===== src/rtl/qpc_pkg.sv =====
`timescale 1ns / 1ps
// ----------------------------------------------------------------------------
// qpc_pkg
// Shared constants, types and the quadrature step tables for the position
// counter.
// ----------------------------------------------------------------------------
package qpc_pkg;

	localparam int POSITION_WIDTH = 16;
	localparam int FIELD_W        = 16;
	localparam int CFG_W          = 16;
	localparam int CFG_IDX_W      = 2;
	localparam int SUM_W          = ((POSITION_WIDTH > FIELD_W) ? POSITION_WIDTH : FIELD_W) + 2;
	localparam int IN_DATA_W      = 24;
	localparam int OUT_DATA_W     = 24;

	localparam logic [CFG_IDX_W-1:0] CFG_MAX_POS = 2'd0;
	localparam logic [CFG_IDX_W-1:0] CFG_MIN_POS = 2'd1;
	localparam logic [CFG_IDX_W-1:0] CFG_STEP    = 2'd2;
	localparam logic [CFG_IDX_W-1:0] CFG_WRAP    = 2'd3;

	localparam logic [FIELD_W-1:0] MAX_POS_RST = 16'd64;
	localparam logic [FIELD_W-1:0] MIN_POS_RST = 16'd0;
	localparam logic [FIELD_W-1:0] STEP_RST    = 16'd1;

	localparam logic FUNC_SAMPLE = 1'b0;
	localparam logic FUNC_LOAD   = 1'b1;

	localparam logic DIR_CW  = 1'b0;
	localparam logic DIR_CCW = 1'b1;

	// line state: bit 0 is channel A, bit 1 is channel B
	localparam logic [1:0] LINES_00 = 2'b00;
	localparam logic [1:0] LINES_01 = 2'b01;
	localparam logic [1:0] LINES_11 = 2'b11;
	localparam logic [1:0] LINES_10 = 2'b10;

	typedef struct packed {
		logic [FIELD_W-1:0] max_pos;
		logic [FIELD_W-1:0] min_pos;
		logic [FIELD_W-1:0] step;
		logic               wrap;
	} qpc_cfg_t;

	typedef struct packed {
		logic [1:0]                last_lines;
		logic                      last_dir;
		logic [POSITION_WIDTH-1:0] pos;
	} qpc_state_t;

	typedef struct packed {
		logic               func;
		logic [1:0]         lines;
		logic [FIELD_W-1:0] load_value;
	} qpc_item_t;

	function automatic logic [1:0] cw_next(input logic [1:0] lines);
		logic [1:0] r;
		case (lines)
			LINES_00: r = LINES_01;
			LINES_01: r = LINES_11;
			LINES_11: r = LINES_10;
			default:  r = LINES_00;
		endcase
		return r;
	endfunction

	function automatic logic [1:0] ccw_next(input logic [1:0] lines);
		logic [1:0] r;
		case (lines)
			LINES_00: r = LINES_10;
			LINES_01: r = LINES_00;
			LINES_11: r = LINES_01;
			default:  r = LINES_11;
		endcase
		return r;
	endfunction

endpackage


===== src/rtl/qpc_step.sv =====
`timescale 1ns / 1ps
// ----------------------------------------------------------------------------
// qpc_step
// Next-state logic for one request: direction decode, add or subtract the
// step, bound compare with wrap or clamp, and position load.
// ----------------------------------------------------------------------------
module qpc_step
	import qpc_pkg::*;
(
	input  qpc_cfg_t   cfg,
	input  qpc_state_t st,
	input  qpc_item_t  item,
	output qpc_state_t nxt,
	output logic       moved
);

	logic                    changed;
	logic                    dir_new;
	logic signed [SUM_W-1:0] pos_w;
	logic signed [SUM_W-1:0] step_w;
	logic signed [SUM_W-1:0] max_w;
	logic signed [SUM_W-1:0] min_w;
	logic signed [SUM_W-1:0] load_w;
	logic signed [SUM_W-1:0] sum_up;
	logic signed [SUM_W-1:0] sum_dn;
	logic signed [SUM_W-1:0] sum_sel;

	assign pos_w  = {{(SUM_W-POSITION_WIDTH){st.pos[POSITION_WIDTH-1]}}, st.pos};
	assign step_w = {{(SUM_W-FIELD_W){cfg.step[FIELD_W-1]}}, cfg.step};
	assign max_w  = {{(SUM_W-FIELD_W){cfg.max_pos[FIELD_W-1]}}, cfg.max_pos};
	assign min_w  = {{(SUM_W-FIELD_W){cfg.min_pos[FIELD_W-1]}}, cfg.min_pos};
	assign load_w = {{(SUM_W-FIELD_W){item.load_value[FIELD_W-1]}}, item.load_value};

	assign sum_up = pos_w + step_w;
	assign sum_dn = pos_w - step_w;

	assign changed = (item.lines != st.last_lines);

	always_comb begin
		if (item.lines == cw_next(st.last_lines)) begin
			dir_new = DIR_CW;
		end else if (item.lines == ccw_next(st.last_lines)) begin
			dir_new = DIR_CCW;
		end else begin
			dir_new = st.last_dir;
		end
	end

	always_comb begin
		if (dir_new == DIR_CW) begin
			sum_sel = (sum_up > max_w) ? (cfg.wrap ? min_w : max_w) : sum_up;
		end else begin
			sum_sel = (sum_dn < min_w) ? (cfg.wrap ? max_w : min_w) : sum_dn;
		end
	end

	always_comb begin
		nxt   = st;
		moved = 1'b0;
		if (item.func == FUNC_LOAD) begin
			nxt.pos = load_w[POSITION_WIDTH-1:0];
		end else if (changed) begin
			nxt.pos        = sum_sel[POSITION_WIDTH-1:0];
			nxt.last_dir   = dir_new;
			nxt.last_lines = item.lines;
			moved          = 1'b1;
		end
	end

endmodule


===== src/rtl/quadrature_position_counter_core.sv =====
`timescale 1ns / 1ps
// ----------------------------------------------------------------------------
// quadrature_position_counter_core
// x4 quadrature decoder with a signed, bounded position counter.
// ----------------------------------------------------------------------------
// Each request is either a sample of encoder lines A and B or a position
// load, and gives exactly one result: position, last direction and a moved
// flag. The request is registered; decode, add and bound compare then run
// combinationally into the result register, loaded once it is empty or being
// taken. The position register closes its update loop combinationally, which
// lets the block take one request per clock unless m_tready holds the output.
// s_tready falls only while both the request and the result register are full
// and m_tready is low. The user must write configuration only while no
// request is in flight; the block itself does not enforce this.
// ----------------------------------------------------------------------------
module quadrature_position_counter_core
	import qpc_pkg::*;
(
	input  logic                  clk,
	input  logic                  arst_n,

	input  logic                  cfg_we,
	input  logic [CFG_IDX_W-1:0]  cfg_index,
	input  logic [CFG_W-1:0]      cfg_data,

	input  logic                  s_tvalid,
	output logic                  s_tready,
	input  logic [IN_DATA_W-1:0]  s_tdata,   // line_a, line_b, load_value[15:0], zero pad
	input  logic                  s_tuser,   // func

	output logic                  m_tvalid,
	input  logic                  m_tready,
	output logic [OUT_DATA_W-1:0] m_tdata    // position[15:0], direction, moved, zero pad
);

	qpc_cfg_t   cfg_q;
	qpc_state_t st_q;
	qpc_state_t st_nxt;
	qpc_item_t  item_s1;
	logic       valid_s1;
	logic       moved_nxt;
	logic       adv;

	logic                    out_valid_q;
	logic [FIELD_W-1:0]      out_pos_q;
	logic                    out_dir_q;
	logic                    out_moved_q;
	logic signed [SUM_W-1:0] pos_ext;

	always_ff @(posedge clk or negedge arst_n) begin
		if (!arst_n) begin
			cfg_q.max_pos <= MAX_POS_RST;
			cfg_q.min_pos <= MIN_POS_RST;
			cfg_q.step    <= STEP_RST;
			cfg_q.wrap    <= 1'b0;
		end else if (cfg_we) begin
			case (cfg_index)
				CFG_MAX_POS: cfg_q.max_pos <= cfg_data;
				CFG_MIN_POS: cfg_q.min_pos <= cfg_data;
				CFG_STEP:    cfg_q.step    <= cfg_data;
				CFG_WRAP:    cfg_q.wrap    <= cfg_data[0];
				default:     cfg_q         <= cfg_q;
			endcase
		end
	end

	assign adv      = valid_s1 && (!out_valid_q || m_tready);
	assign s_tready = !valid_s1 || adv;

	always_ff @(posedge clk or negedge arst_n) begin
		if (!arst_n) begin
			valid_s1 <= 1'b0;
		end else if (s_tready) begin
			valid_s1 <= s_tvalid;
		end
	end

	always_ff @(posedge clk) begin
		if (s_tvalid && s_tready) begin
			item_s1.func       <= s_tuser;
			item_s1.lines      <= s_tdata[1:0];
			item_s1.load_value <= s_tdata[FIELD_W+1:2];
		end
	end

	qpc_step u_step (
		.cfg   (cfg_q),
		.st    (st_q),
		.item  (item_s1),
		.nxt   (st_nxt),
		.moved (moved_nxt)
	);

	always_ff @(posedge clk or negedge arst_n) begin
		if (!arst_n) begin
			st_q <= '0;
		end else if (adv) begin
			st_q <= st_nxt;
		end
	end

	assign pos_ext = {{(SUM_W-POSITION_WIDTH){st_nxt.pos[POSITION_WIDTH-1]}}, st_nxt.pos};

	always_ff @(posedge clk or negedge arst_n) begin
		if (!arst_n) begin
			out_valid_q <= 1'b0;
		end else if (adv) begin
			out_valid_q <= 1'b1;
		end else if (m_tready) begin
			out_valid_q <= 1'b0;
		end
	end

	always_ff @(posedge clk) begin
		if (adv) begin
			out_pos_q   <= pos_ext[FIELD_W-1:0];
			out_dir_q   <= st_nxt.last_dir;
			out_moved_q <= moved_nxt;
		end
	end

	assign m_tvalid = out_valid_q;
	assign m_tdata  = {{(OUT_DATA_W-FIELD_W-2){1'b0}}, out_moved_q, out_dir_q, out_pos_q};

`ifndef NO_ASSERTIONS
	a_load_not_moved: assert property (@(posedge clk) disable iff (!arst_n)
		adv && (item_s1.func == FUNC_LOAD) |=> !out_moved_q)
		else $error("load request reported as a move");

	a_idle_sample_holds: assert property (@(posedge clk) disable iff (!arst_n)
		adv && (item_s1.func == FUNC_SAMPLE) && (item_s1.lines == st_q.last_lines)
		|=> (st_q == $past(st_q)) && !out_moved_q)
		else $error("unchanged lines altered the counter state");

	a_s1_held: assert property (@(posedge clk) disable iff (!arst_n)
		valid_s1 && !adv |=> valid_s1 && $stable(item_s1))
		else $error("pending request lost before update");
`endif

endmodule


===== config.mk =====
export PLATFORM = sky130hd
export DESIGN_NAME = quadrature_position_counter_core
export DESIGN_NICKNAME = d
export VERILOG_FILES = /design/src/rtl/qpc_pkg.sv /design/src/rtl/qpc_step.sv /design/src/rtl/quadrature_position_counter_core.sv
export SDC_FILE = /design/constraint.sdc
export NUM_CORES = 1
export LEC_CHECK = 0
export ABC_CLOCK_PERIOD_IN_PS = 5500
export BUFFER_PORTS_ARGS = -buffer_cell sky130_fd_sc_hd__buf_2
export CORE_MARGIN = 1
export CORE_UTILIZATION = 35
export CTS_CLUSTER_SIZE = 30
export DETAILED_ROUTE_END_ITERATION = 10
export SYNTH_ARGS = -nofsm -noshare
export SYNTH_HDL_FRONTEND = slang
export SYNTH_SLANG_ARGS = --single-unit

===== constraint.sdc =====
create_clock -name clk -period 5.5 [get_ports clk]
set_input_delay 1.1 -clock clk [delete_from_list [all_inputs] [get_ports clk]]
set_output_delay 1.1 -clock clk [all_outputs]
set_load 0.1 [all_outputs]

==> summary.md, run 1 <==
| Metric | Value |
|---|---|
| Core area | 21300 sq um |
| CTS sink cnt | 107 |
| Starting Density | 36.2% |
| Post-Syn Instances | 804 |
| Die width | 150 um |
| #FFs+latches synth | 107 |
| Largest net degree at the start of global routing | 71 |
| RSZ-0062 raised after global routing | yes |
| Worst Max-Slew Pin Slew | 1.12 ns |
| Max clock buf depth | 2 |
| Synth async-reset ratio | 65.4% |
| Clock Latency Late Sink | 0.37 ns |
| Initial antenna violation count | 0 |
| Nets@finish | 980 |
| Fmax | 0.191 GHz |
| Post-CTS Setup Repair Bufs | 0 |
| Drt pass-1 iters | 5 |
| Most used flip-flop cell after synthesis | dfrtp_1 |
| Top Ports | 74 |
| Vias per cell | 5.50 |
| Critical Path End Type | flop |
| Root Driver | clkbuf_16 |
| Number of I/O port buffers | 61 |
| Delay-heaviest family, CP | compound AO/OA/AOI/OAI gates |
| Final Skew | 0.00834 ns |
| WP buf/inv | 1 |
| CP arrival | 5.35 ns |
| Post-route DRC | 0 |
| Post-CTS sizing | 0 |
| TritonCTS buffer count | 9 |
| Post-synth EDFFs | 37 |
| Max-Cap Viols | 0 |
| Layout area overhead | 13.4% |
| Final Max Slew Viols | 0 |
| ANT nets after route | 0 |
| Slowest CP cell | dfstp_2 |
| RD Place Congestion | 0.931 |
| Rel. slew slack | 25.2% |
| Final Util | 41.1% |
| Hold slack | 0.493 ns |
| Hold buffers post-CTS | 0 |
| Final setup violation count | 0 |
| Layout cell share with drive strength beyond 1 | 21.4% |
| Post-synthesis cell area | 7720 sq um |
| Clock slew at reported path FFs | 0.08 ns |
| Number of DRC markers in iteration 0 | 355 |
| HPWL after DPL | 16700 um |
| Vias in the first global route | 6155 |
| Critical Path RT | 5.61 ns |
| Critical Path Start Type | flop |
| Hold crit path type | flop to flop |
| Gr ovfl total | 0 |
| CTS H-tree depth | 3 |
| Most frequent cells in the layout | 72 x nand2_1, 69 x inv_1, 67 x dfrtp_1 |
| Commonest non-fill, non-tap cell in the layout | nand2_1 |
| Critical Path Fanout Max | 6 |
| Min Tclk post-route | 5.24 ns |
| TritonCTS clock tree | built |
| Sequential-to-total area share from yosys stat | 37.1% |
| Tcrit/Tclk final | 95.2% |
| Ant. Diodes | 0 |
| Total track usage | 20.7% |
| Row cnt | 53 |
| Routed WL per cell | 19.4 um |
| WS Path Type | flop to flop |
| Total wire length | 22200 um |
| Status | finished clean |
| Post-synth cell types | 87 |
| Die Y | 150 um |
| Setup TNS | 0 ns |
| Yosys warns | 0 |
| Die ar. | 22600 sq um |
| Syn_area_per_cell | 9.60 sq um |
| Max incr delay on CP | 0.55 ns |
| Global-route wire length before repair | 34900 um |
| Cells along the critical path | ha_1 -> inv_1 -> fa_1 -> a21oi_1 -> o21ai_0 -> o21ai_0 -> nand3b_1 -> xor2_1 -> ha_1 -> a211o_1 -> a31oi_1 -> a21oi_1 -> o22a_1 -> nor2_2 -> mux2_2 -> a211oi_1 -> o31ai_1 |
| Hold Vio Cnt, Final | 0 |
| DR vias | 6293 |
## metrics by stage
step | setup WS (ns) | cells | area, sq um
finish | 0.262 | 1145 | 8750
global placement | 0.201 | 1129 | 8390
CTS | 0.153 | 1145 | 8720
detailed placement | 0.178 | 1129 | 8390
floorplan | 0.479 | 809 | 7730
global route | 0.00188 | 1145 | 8750
## cell usage after synthesis (all sizes together) (5+ instances only)
| cell | instances | area [sq um] |
|---|---|---|
| nor2b | 6 | 37.5 |
| mux2i | 13 | 130 |
| nand2 | 73 | 274 |
| edfxtp | 37 | 1110 |
| o211ai | 5 | 37.5 |
| buf | 16 | 105 |
| a21oi | 42 | 210 |
| o21a | 6 | 45.0 |
| mux2 | 45 | 510 |
| nor3 | 18 | 95.1 |
| dfrtp | 68 | 1700 |
| nor2 | 55 | 216 |
| xor2 | 7 | 61.3 |
| o21ai | 41 | 205 |
| ha | 65 | 813 |
| o221a | 6 | 67.6 |
| nand4 | 7 | 43.8 |
| inv | 71 | 267 |
| nand3 | 14 | 70.1 |
| o31ai | 22 | 170 |
| nand2b | 12 | 75.1 |
| o22ai | 5 | 31.3 |
| o41ai | 6 | 67.6 |
| xnor2 | 20 | 183 |
| a31oi | 8 | 50.1 |
| o311a | 5 | 61.3 |
| a221oi | 5 | 50.0 |
| a211oi | 14 | 110 |
| a211o | 6 | 52.6 |
| clkbuf | 27 | 103 |
| o211a | 5 | 50.1 |
## worst register-to-register path: cells and delay by family (launching register included)
family                     cells  cell delay [ns]
and+or+nand+nor                2             0.62
muxes                          1             0.39
DFF                            1             0.55
adders and majority gates      3             0.91
buffers and inverters          1             0.06
xor gates and xnor gates       1             0.19
AOI/OAI and AO/OA              9             2.26
## final timing paths
kind,start,cells after the start,to,slack (ns)
hold / removal,valid_s1,1,m_tvalid,0.49
hold reg to reg,valid_s1,1,m_tvalid,0.49
setup / recovery,cfg_q[1],17,out_pos_q[5],0.26
setup reg to reg,cfg_q[1],17,out_pos_q[5],0.26
max in group asynchronous,arst_n,1,cfg_q[0],3.98
min in group asynchronous,arst_n,1,cfg_q[31],0.87
## metal layers
metal | global-route usage [%] | up-vias | part of all wire, %
met2 | 34.0 | 177 | 47
met3 | 3.36 | 32 | 4.5
met4 | 6.06 | 0 | 2.1
li1 | - | 3052 | -
met1 | 27.8 | 3032 | 46
met5 | 0 | - | 0
## cell families after synthesis
logic type      after synthesis  share of synthesized area (%)
compound gates              212                           20.4
xor+xnor                     27                           3.16
fa+ha+maj                    67                           11.1
buf+inv                     115                           6.19
flops                       107                           37.1
mux                          58                           8.30
other cells                   1                         0.0486
simple gates                217                           13.7
## layout make-up
type / count / area, sq um
Clock buffer: 9 / 225
Clock inverter: 7 / 111
Fill cell: 2105 / 12500
Inverter: 72 / 270
Multi-Input combinational cell: 587 / 4420
Sequential cell: 107 / 2870
Tap cell: 275 / 344
Timing Repair Buffer: 88 / 514
## sequential cells by signal, indices dropped and copies added (netlist names)
name,count
m_tvalid,1
cfg_q,49
out_moved_q,1
st_q,19
item_s1,19
out_dir_q,1
out_pos_q,16
valid_s1,1
Power of run 1 is left out: the tool's default activity adds up to more than one toggle a clock period on the data nets, which glitch-free logic cannot reach.
==> run 2, diff against run 1 <==
- ABC_CLOCK_PERIOD_IN_PS: 5500 -> 5950
- clock period: 5.5 -> 5.95 ns (I/O delays scaled with it)
==> summary.md, run 2 (synthesized netlist as in run 1, its figures left out) <==
| Metric | Value |
|---|---|
| Status | finished clean (unchanged) |
| DR vias | 6210 (was 6293) |
| Final Max Slew Viols | 0 (unchanged) |
| Cells along the critical path | ha_1 -> inv_1 -> fa_1 -> o21ba_1 -> or4_4 -> and4b_1 -> or2_4 -> a311oi_4 -> a2111oi_0 -> a21o_1 -> ha_1 -> nand4_1 -> o31ai_1 -> and3_1 -> o221a_2 -> a211oi_1 -> a311oi_1 -> o31ai_1 (was ha_1 -> inv_1 -> fa_1 -> a21oi_1 -> o21ai_0 -> o21ai_0 -> nand3b_1 -> xor2_1 -> ha_1 -> a211o_1 -> a31oi_1 -> a21oi_1 -> o22a_1 -> nor2_2 -> mux2_2 -> a211oi_1 -> o31ai_1) |
| Max FFs per register | 49 (unchanged) |
| Top Ports | 74 (unchanged) |
| Gr ovfl total | 0 (unchanged) |
| Filler Cells Inserted | 2128 (was 2105) |
| Min Tclk post-route | 5.57 ns (was 5.24 ns) |
| Die ar. | 22600 sq um (unchanged) |
| Tcrit/Tclk final | 93.6% (was 95.2%) |
| Layout cell share with drive strength beyond 1 | 20.1% (was 21.4%) |
| Max incr delay on CP | 0.55 ns (about the same) |
| Most frequent cells in the layout | 73 x nand2_1, 69 x inv_1, 67 x dfrtp_1 (was 72 x nand2_1, 69 x inv_1, 67 x dfrtp_1) |
| Layout area overhead | 12.1% (was 13.4%) |
| Critical Path Fanout Max | 6 (unchanged) |
| Initial antenna violation count | 1 (was 0) |
| Largest net degree at the start of global routing | 71 (unchanged) |
| Drt pass-1 iters | 5 (unchanged) |
| Top flop regs | cfg_q: 49 flops, item_s1: 19 flops, st_q: 19 flops (unchanged) |
| Number of DRC markers in iteration 0 | 444 (was 355) |
| Fmax | 0.180 GHz (was 0.191 GHz) |
| Hold buffers post-CTS | 0 (unchanged) |
| Hold Vio Cnt, Final | 0 (unchanged) |
| Hold crit path type | flop to flop (unchanged) |
| Post-route DRC | 0 (unchanged) |
| Commonest non-fill, non-tap cell in the layout | nand2_1 (unchanged) |
| Die Y | 150 um (unchanged) |
| Max-Cap Viols | 0 (unchanged) |
| Clock slew at reported path FFs | 0.08 ns (about the same) |
| Worst Max-Slew Pin Slew | 1.10 ns (was 1.12 ns) |
| HPWL after DPL | 16400 um (was 16700 um) |
| CTS H-tree depth | 3 (unchanged) |
| Slowest CP cell | dfstp_2 (unchanged) |
| TritonCTS buffer count | 9 (unchanged) |
| Starting Density | 36.2% (unchanged) |
| ANT nets after route | 0 (unchanged) |
| RD Place Congestion | 0.919 (was 0.931) |
| Vias per cell | 5.46 (was 5.50) |
| Setup TNS | 0 ns (unchanged) |
| Final Skew | 0.0120 ns (was 0.00834 ns) |
| Routed WL per cell | 19.3 um (was 19.4 um) |
| Total track usage | 20.3% (was 20.7%) |
| Global-route wire length before repair | 34200 um (was 34900 um) |
| Post-CTS Setup Repair Bufs | 0 (unchanged) |
| Rel. slew slack | 26.5% (was 25.2%) |
| Number of I/O port buffers | 61 (unchanged) |
| CP arrival | 5.66 ns (was 5.35 ns) |
| WS Path Type | flop to flop (unchanged) |
| Vias in the first global route | 6053 (was 6155) |
| Final setup violation count | 0 (unchanged) |
| RSZ-0062 raised after global routing | no (was yes) |
| Die width | 150 um (unchanged) |
| Row cnt | 53 (unchanged) |
| Clock Latency Late Sink | 0.37 ns (about the same) |
| Post-CTS sizing | 0 (unchanged) |
| Top reg by flops | cfg_q (unchanged) |
| TritonCTS clock tree | built (unchanged) |
| Critical Path End Type | flop (unchanged) |
| Root Driver | clkbuf_16 (unchanged) |
| Nets@finish | 971 (was 980) |
| Max clock buf depth | 2 (unchanged) |
| Critical Path Start Type | flop (unchanged) |
| Total wire length | 22000 um (was 22200 um) |
| Core area | 21300 sq um (unchanged) |
| CTS sink cnt | 107 (unchanged) |
| Critical Path RT | 6.04 ns (was 5.61 ns) |
-- run 2: path summary, 6_finish.rpt --
path	from	end	slack, ns	cells past startpoint
worst max-delay path	cfg_q[1]	out_pos_q[12]	0.38	18
worst min-delay path	valid_s1	m_tvalid	0.49	1
worst max register to register	cfg_q[1]	out_pos_q[12]	0.38	18
worst min register to register	valid_s1	m_tvalid	0.49	1
max in group asynchronous	arst_n	cfg_q[0]	4.35	1
min in group asynchronous	arst_n	cfg_q[33]	0.97	1
-- run 2: per-layer routing --
layer / global-route usage, % / vias to the layer above / share of wire, % / wire length, um
li1: - / 3029 / - / -
met4: 7.42 / 0 / 2.8 / 604
met2: 32.5 / 167 / 46 / 10000
met3: 3.33 / 34 / 4.9 / 1090
met1: 27.5 / 2980 / 47 / 10200
met5: 0 / - / 0 / 0
-- run 2: area by class of cell --
class	instances	area, sq um	share of cell area, %
antenna	1	2.50	0.0289
clock buffer	9	225	2.60
multi-input combinational	587	4400	50.9
clock inverter	7	95.1	1.10
timing repair buffer	79	443	5.12
tap	275	344	3.98
sequential	107	2870	33.2
inverter	72	270	3.13
-- run 2: critical path, delay by kind of cell, from the launching register on --
kind                     cells  cell delay, ns
buffers and inverters        1            0.06
AND/OR/NAND/NOR              5            1.52
AO/OA/AOI/OAI                9            2.23
flip-flops                   1            0.55
adder cells (fa/ha/maj)      3            0.92
-- run 2: metrics by stage --
stage / instance area, sq um / utilization, % / cells / hold WS [ns] / setup slack (ns)
floorplan: 7730 / - / 809 / 0.457 / 0.929
global placement: 8320 / 39.1 / 1120 / 0.468 / 0.503
detailed placement: 8320 / 39.1 / 1120 / 0.470 / 0.459
CTS: 8640 / 40.6 / 1136 / 0.491 / 0.430
global route: 8640 / 40.6 / 1136 / 0.539 / 0.0729
finish: 8650 / 40.6 / 1137 / 0.489 / 0.382
Power of run 2 is left out for the same reason.
==> run 3, diff against run 2 <==
- SKIP_LAST_GASP: unset -> 1
- SYNTH_HIERARCHICAL: unset -> 1
==> summary.md, run 3 <==
| Metric | Value |
|---|---|
| Cells along the critical path | ha_1 -> inv_1 -> fa_1 -> a211oi_1 -> o21ai_1 -> a32o_1 -> or3_1 -> a21oi_1 -> xnor2_1 -> ha_1 -> a211oi_1 -> o21ai_0 -> o22a_1 -> o31ai_4 -> buf_4 -> o211ai_1 -> o21ai_0 -> o21ai_1 -> o21a_1 -> mux2_2 (was ha_1 -> inv_1 -> fa_1 -> o21ba_1 -> or4_4 -> and4b_1 -> or2_4 -> a311oi_4 -> a2111oi_0 -> a21o_1 -> ha_1 -> nand4_1 -> o31ai_1 -> and3_1 -> o221a_2 -> a211oi_1 -> a311oi_1 -> o31ai_1) |
| Core area | 21000 sq um (was 21300 sq um) |
| Drt pass-1 iters | 5 (unchanged) |
| Max clock buf depth | 2 (unchanged) |
| Clock slew at reported path FFs | 0.07 ns (was 0.08 ns) |
| Critical Path End Type | flop (unchanged) |
| Reg2Reg Setup Slack | 0.67 ns (was 0.38 ns) |
| Largest net degree at the start of global routing | 37 (was 71) |
| Synth top area cells | dfrtp_1 23%, edfxtp_1 15%, ha_1 11%, mux2_2 11%, inv_1 3.7% (was dfrtp_1 22%, edfxtp_1 14%, ha_1 11%, mux2_2 6.4%, nand2_1 3.6%) |
| Final Util | 39.7% (was 40.6%) |
| Number of DRC markers in iteration 0 | 361 (was 444) |
| Starting Density | 35.8% (was 36.2%) |
| Final setup violation count | 0 (unchanged) |
| Vias in the first global route | 5365 (was 6053) |
| RSZ-0062 raised after global routing | no (unchanged) |
| Critical Path Start Type | flop (unchanged) |
| Min Tclk post-route | 5.28 ns (was 5.57 ns) |
| Max FFs per register | 49 (unchanged) |
| Final Instance Area | 8340 sq um (was 8650 sq um) |
| Layout area overhead | 11.0% (was 12.1%) |
| Ant. Diodes | 0 (was 1) |
| Row cnt | 53 (unchanged) |
| CP arrival | 5.52 ns (was 5.66 ns) |
| Rel. slew slack | 26.5% (about the same) |
| RD Place Congestion | 0.892 (was 0.919) |
| Sequential-to-total area share from yosys stat | 38.1% (was 37.1%) |
| Synth async-reset ratio | 65.4% (unchanged) |
| Slowest CP cell | dfstp_2 (unchanged) |
| Worst Max-Slew Pin Slew | 1.10 ns (about the same) |
| DR vias | 5492 (was 6210) |
| Global-route wire length before repair | 29400 um (was 34200 um) |
| HPWL after DPL | 13400 um (was 16400 um) |
| Root Driver | clkbuf_16 (unchanged) |
| Die width | 149 um (was 150 um) |
| Max incr delay on CP | 0.55 ns (about the same) |
| Status | finished clean (unchanged) |
| DP Area | 8020 sq um (was 8320 sq um) |
| CTS H-tree depth | 3 (unchanged) |
| Filler Cells Inserted | 2058 (was 2128) |
| Critical Path Fanout Max | 32 (was 6) |
| Layout cell share with drive strength beyond 1 | 23.0% (was 20.1%) |
| Post-synth cell types | 65 (was 87) |
| Number of I/O port buffers | 61 (unchanged) |
| Initial antenna violation count | 0 (was 1) |
| Post-Syn Instances | 736 (was 804) |
| Tcrit/Tclk final | 88.7% (was 93.6%) |
| Post-CTS sizing | 0 (unchanged) |
| Post-synth EDFFs | 37 (unchanged) |
| Most common cell in the netlist | inv_1 (was nand2_1) |
| Setup TNS | 0 ns (unchanged) |
| Top Ports | 74 (unchanged) |
| Most used flip-flop cell after synthesis | dfrtp_1 (unchanged) |
| Hold Vio Cnt, Final | 0 (unchanged) |
| CTS sink cnt | 107 (unchanged) |
| Nets@finish | 891 (was 971) |
| Total track usage | 17.7% (was 20.3%) |
| Gr ovfl total | 0 (unchanged) |
| Inst Count DP | 1040 (was 1120) |
| TritonCTS clock tree | built (unchanged) |
| Top-area cell type share of the netlist area | 22.6% (was 22.1%) |
| Yosys top cell by area | dfrtp_1 (unchanged) |
| Post-CTS Setup Repair Bufs | 0 (unchanged) |
| Hold crit path type | flop to flop (unchanged) |
| Die ar. | 22100 sq um (was 22600 sq um) |
| Top reg by flops | cfg_q (unchanged) |
| Final Skew | 0.00878 ns (was 0.0120 ns) |
| Fmax | 0.190 GHz (was 0.180 GHz) |
| ANT nets after route | 0 (unchanged) |
| Commonest cells post-synth | 75 x inv_1, 71 x mux2_2, 68 x dfrtp_1, 65 x ha_1, 43 x nand2_1 (was 73 x nand2_1, 69 x inv_1, 68 x dfrtp_1, 65 x ha_1, 53 x nor2_1) |
| #FFs+latches synth | 107 (unchanged) |
| Final Max Slew Viols | 0 (unchanged) |
| Clock Latency Late Sink | 0.36 ns (was 0.37 ns) |
| Hold buffers post-CTS | 0 (unchanged) |
| Top flop regs | cfg_q: 49 flops, item_s1: 19 flops, st_q: 19 flops (unchanged) |
| Post-synthesis cell area | 7520 sq um (was 7720 sq um) |
| Syn_area_per_cell | 10.2 sq um (was 9.60 sq um) |
| Total wire length | 18500 um (was 22000 um) |
| Final Instance Count excl. Fillers | 1056 (was 1137) |
| Vias per cell | 5.20 (was 5.46) |
| Critical Path RT | 6.20 ns (was 6.04 ns) |
| Most frequent cells in the layout | 75 x inv_1, 71 x mux2_2, 67 x dfrtp_1 (was 73 x nand2_1, 69 x inv_1, 67 x dfrtp_1) |
| WS Path Type | flop to flop (unchanged) |
| Routed WL per cell | 17.6 um (was 19.3 um) |
| Max-Cap Viols | 0 (unchanged) |
| Die Y | 149 um (was 150 um) |
| Post-route DRC | 0 (unchanged) |
| Commonest non-fill, non-tap cell in the layout | inv_1 (was nand2_1) |
| Yosys warns | 6 (was 0) |
| TritonCTS buffer count | 9 (unchanged) |
run 3: cell count changes after synthesis, sizes merged, moves of 6 or more:
cell and delta:
buf +10, o31ai -9, nand2 -30, o211ai +33, o21ai -14, mux2 +27
clkbuf -7, o41ai -6, nor2 -33, nand2b +7, o221a -6
run 3: critical path: cells and delay by family, from the launching register on:
kind / cells / cell delay, ns
XOR/XNOR: 1 / 0.13
AO/OA/AOI/OAI: 12 / 2.67
buffers and inverters: 2 / 0.43
adder cells (fa/ha/maj): 3 / 0.82
flip-flops: 1 / 0.55
AND/OR/NAND/NOR: 1 / 0.31
multiplexers: 1 / 0.25
run 3: area by class of cell:
type | count | area [sq um] | share of cell area (%)
clock inverter | 6 | 86.3 | 1.04
timing repair buffer | 70 | 385 | 4.62
clock buffer | 10 | 239 | 2.87
inverter | 75 | 282 | 3.38
sequential | 107 | 2870 | 34.4
tap | 275 | 344 | 4.13
multi-input combinational | 513 | 4140 | 49.6
run 3: cell families after synthesis:
logic type / Yosys count / share of synthesized area (%)
simple gates: 143 / 10.0
compound gates: 180 / 16.9
other cells: 1 / 0.0499
fa+ha+maj: 67 / 11.4
mux: 87 / 12.8
xor+xnor: 30 / 3.50
flops: 107 / 38.1
buf+inv: 121 / 7.19
run 3: metrics by stage:
stage,worst slack [ns],hold slack (ns)
2_1_floorplan,1.44,0.457
3_3_place_gp,0.709,0.464
3_5_place_dp,0.674,0.476
5_1_grt,0.255,0.516
6_report,0.675,0.488
4_1_cts,0.661,0.495
run 3: worst paths after layout:
check | start | endpoint | cells past startpoint
worst min register to register | valid_s1 | m_tvalid | 1
worst min-delay path | valid_s1 | m_tvalid | 1
worst max register to register | cfg_q[1] | st_q[2] | 20
min in group asynchronous | arst_n | st_q[14] | 1
worst max-delay path | cfg_q[1] | st_q[2] | 20
max in group asynchronous | arst_n | cfg_q[1] | 2
run 3: metal layers:
layer	part of all wire [%]	global-route usage (%)	wire length, um	vias to the layer above
met5	0	0	0	-
met1	48	23.7	8890	2626
met3	3.7	3.01	682	15
met4	1.2	4.54	222	0
li1	-	-	-	2732
met2	47	29.5	8740	119
Power of run 3 is left out for the same reason.
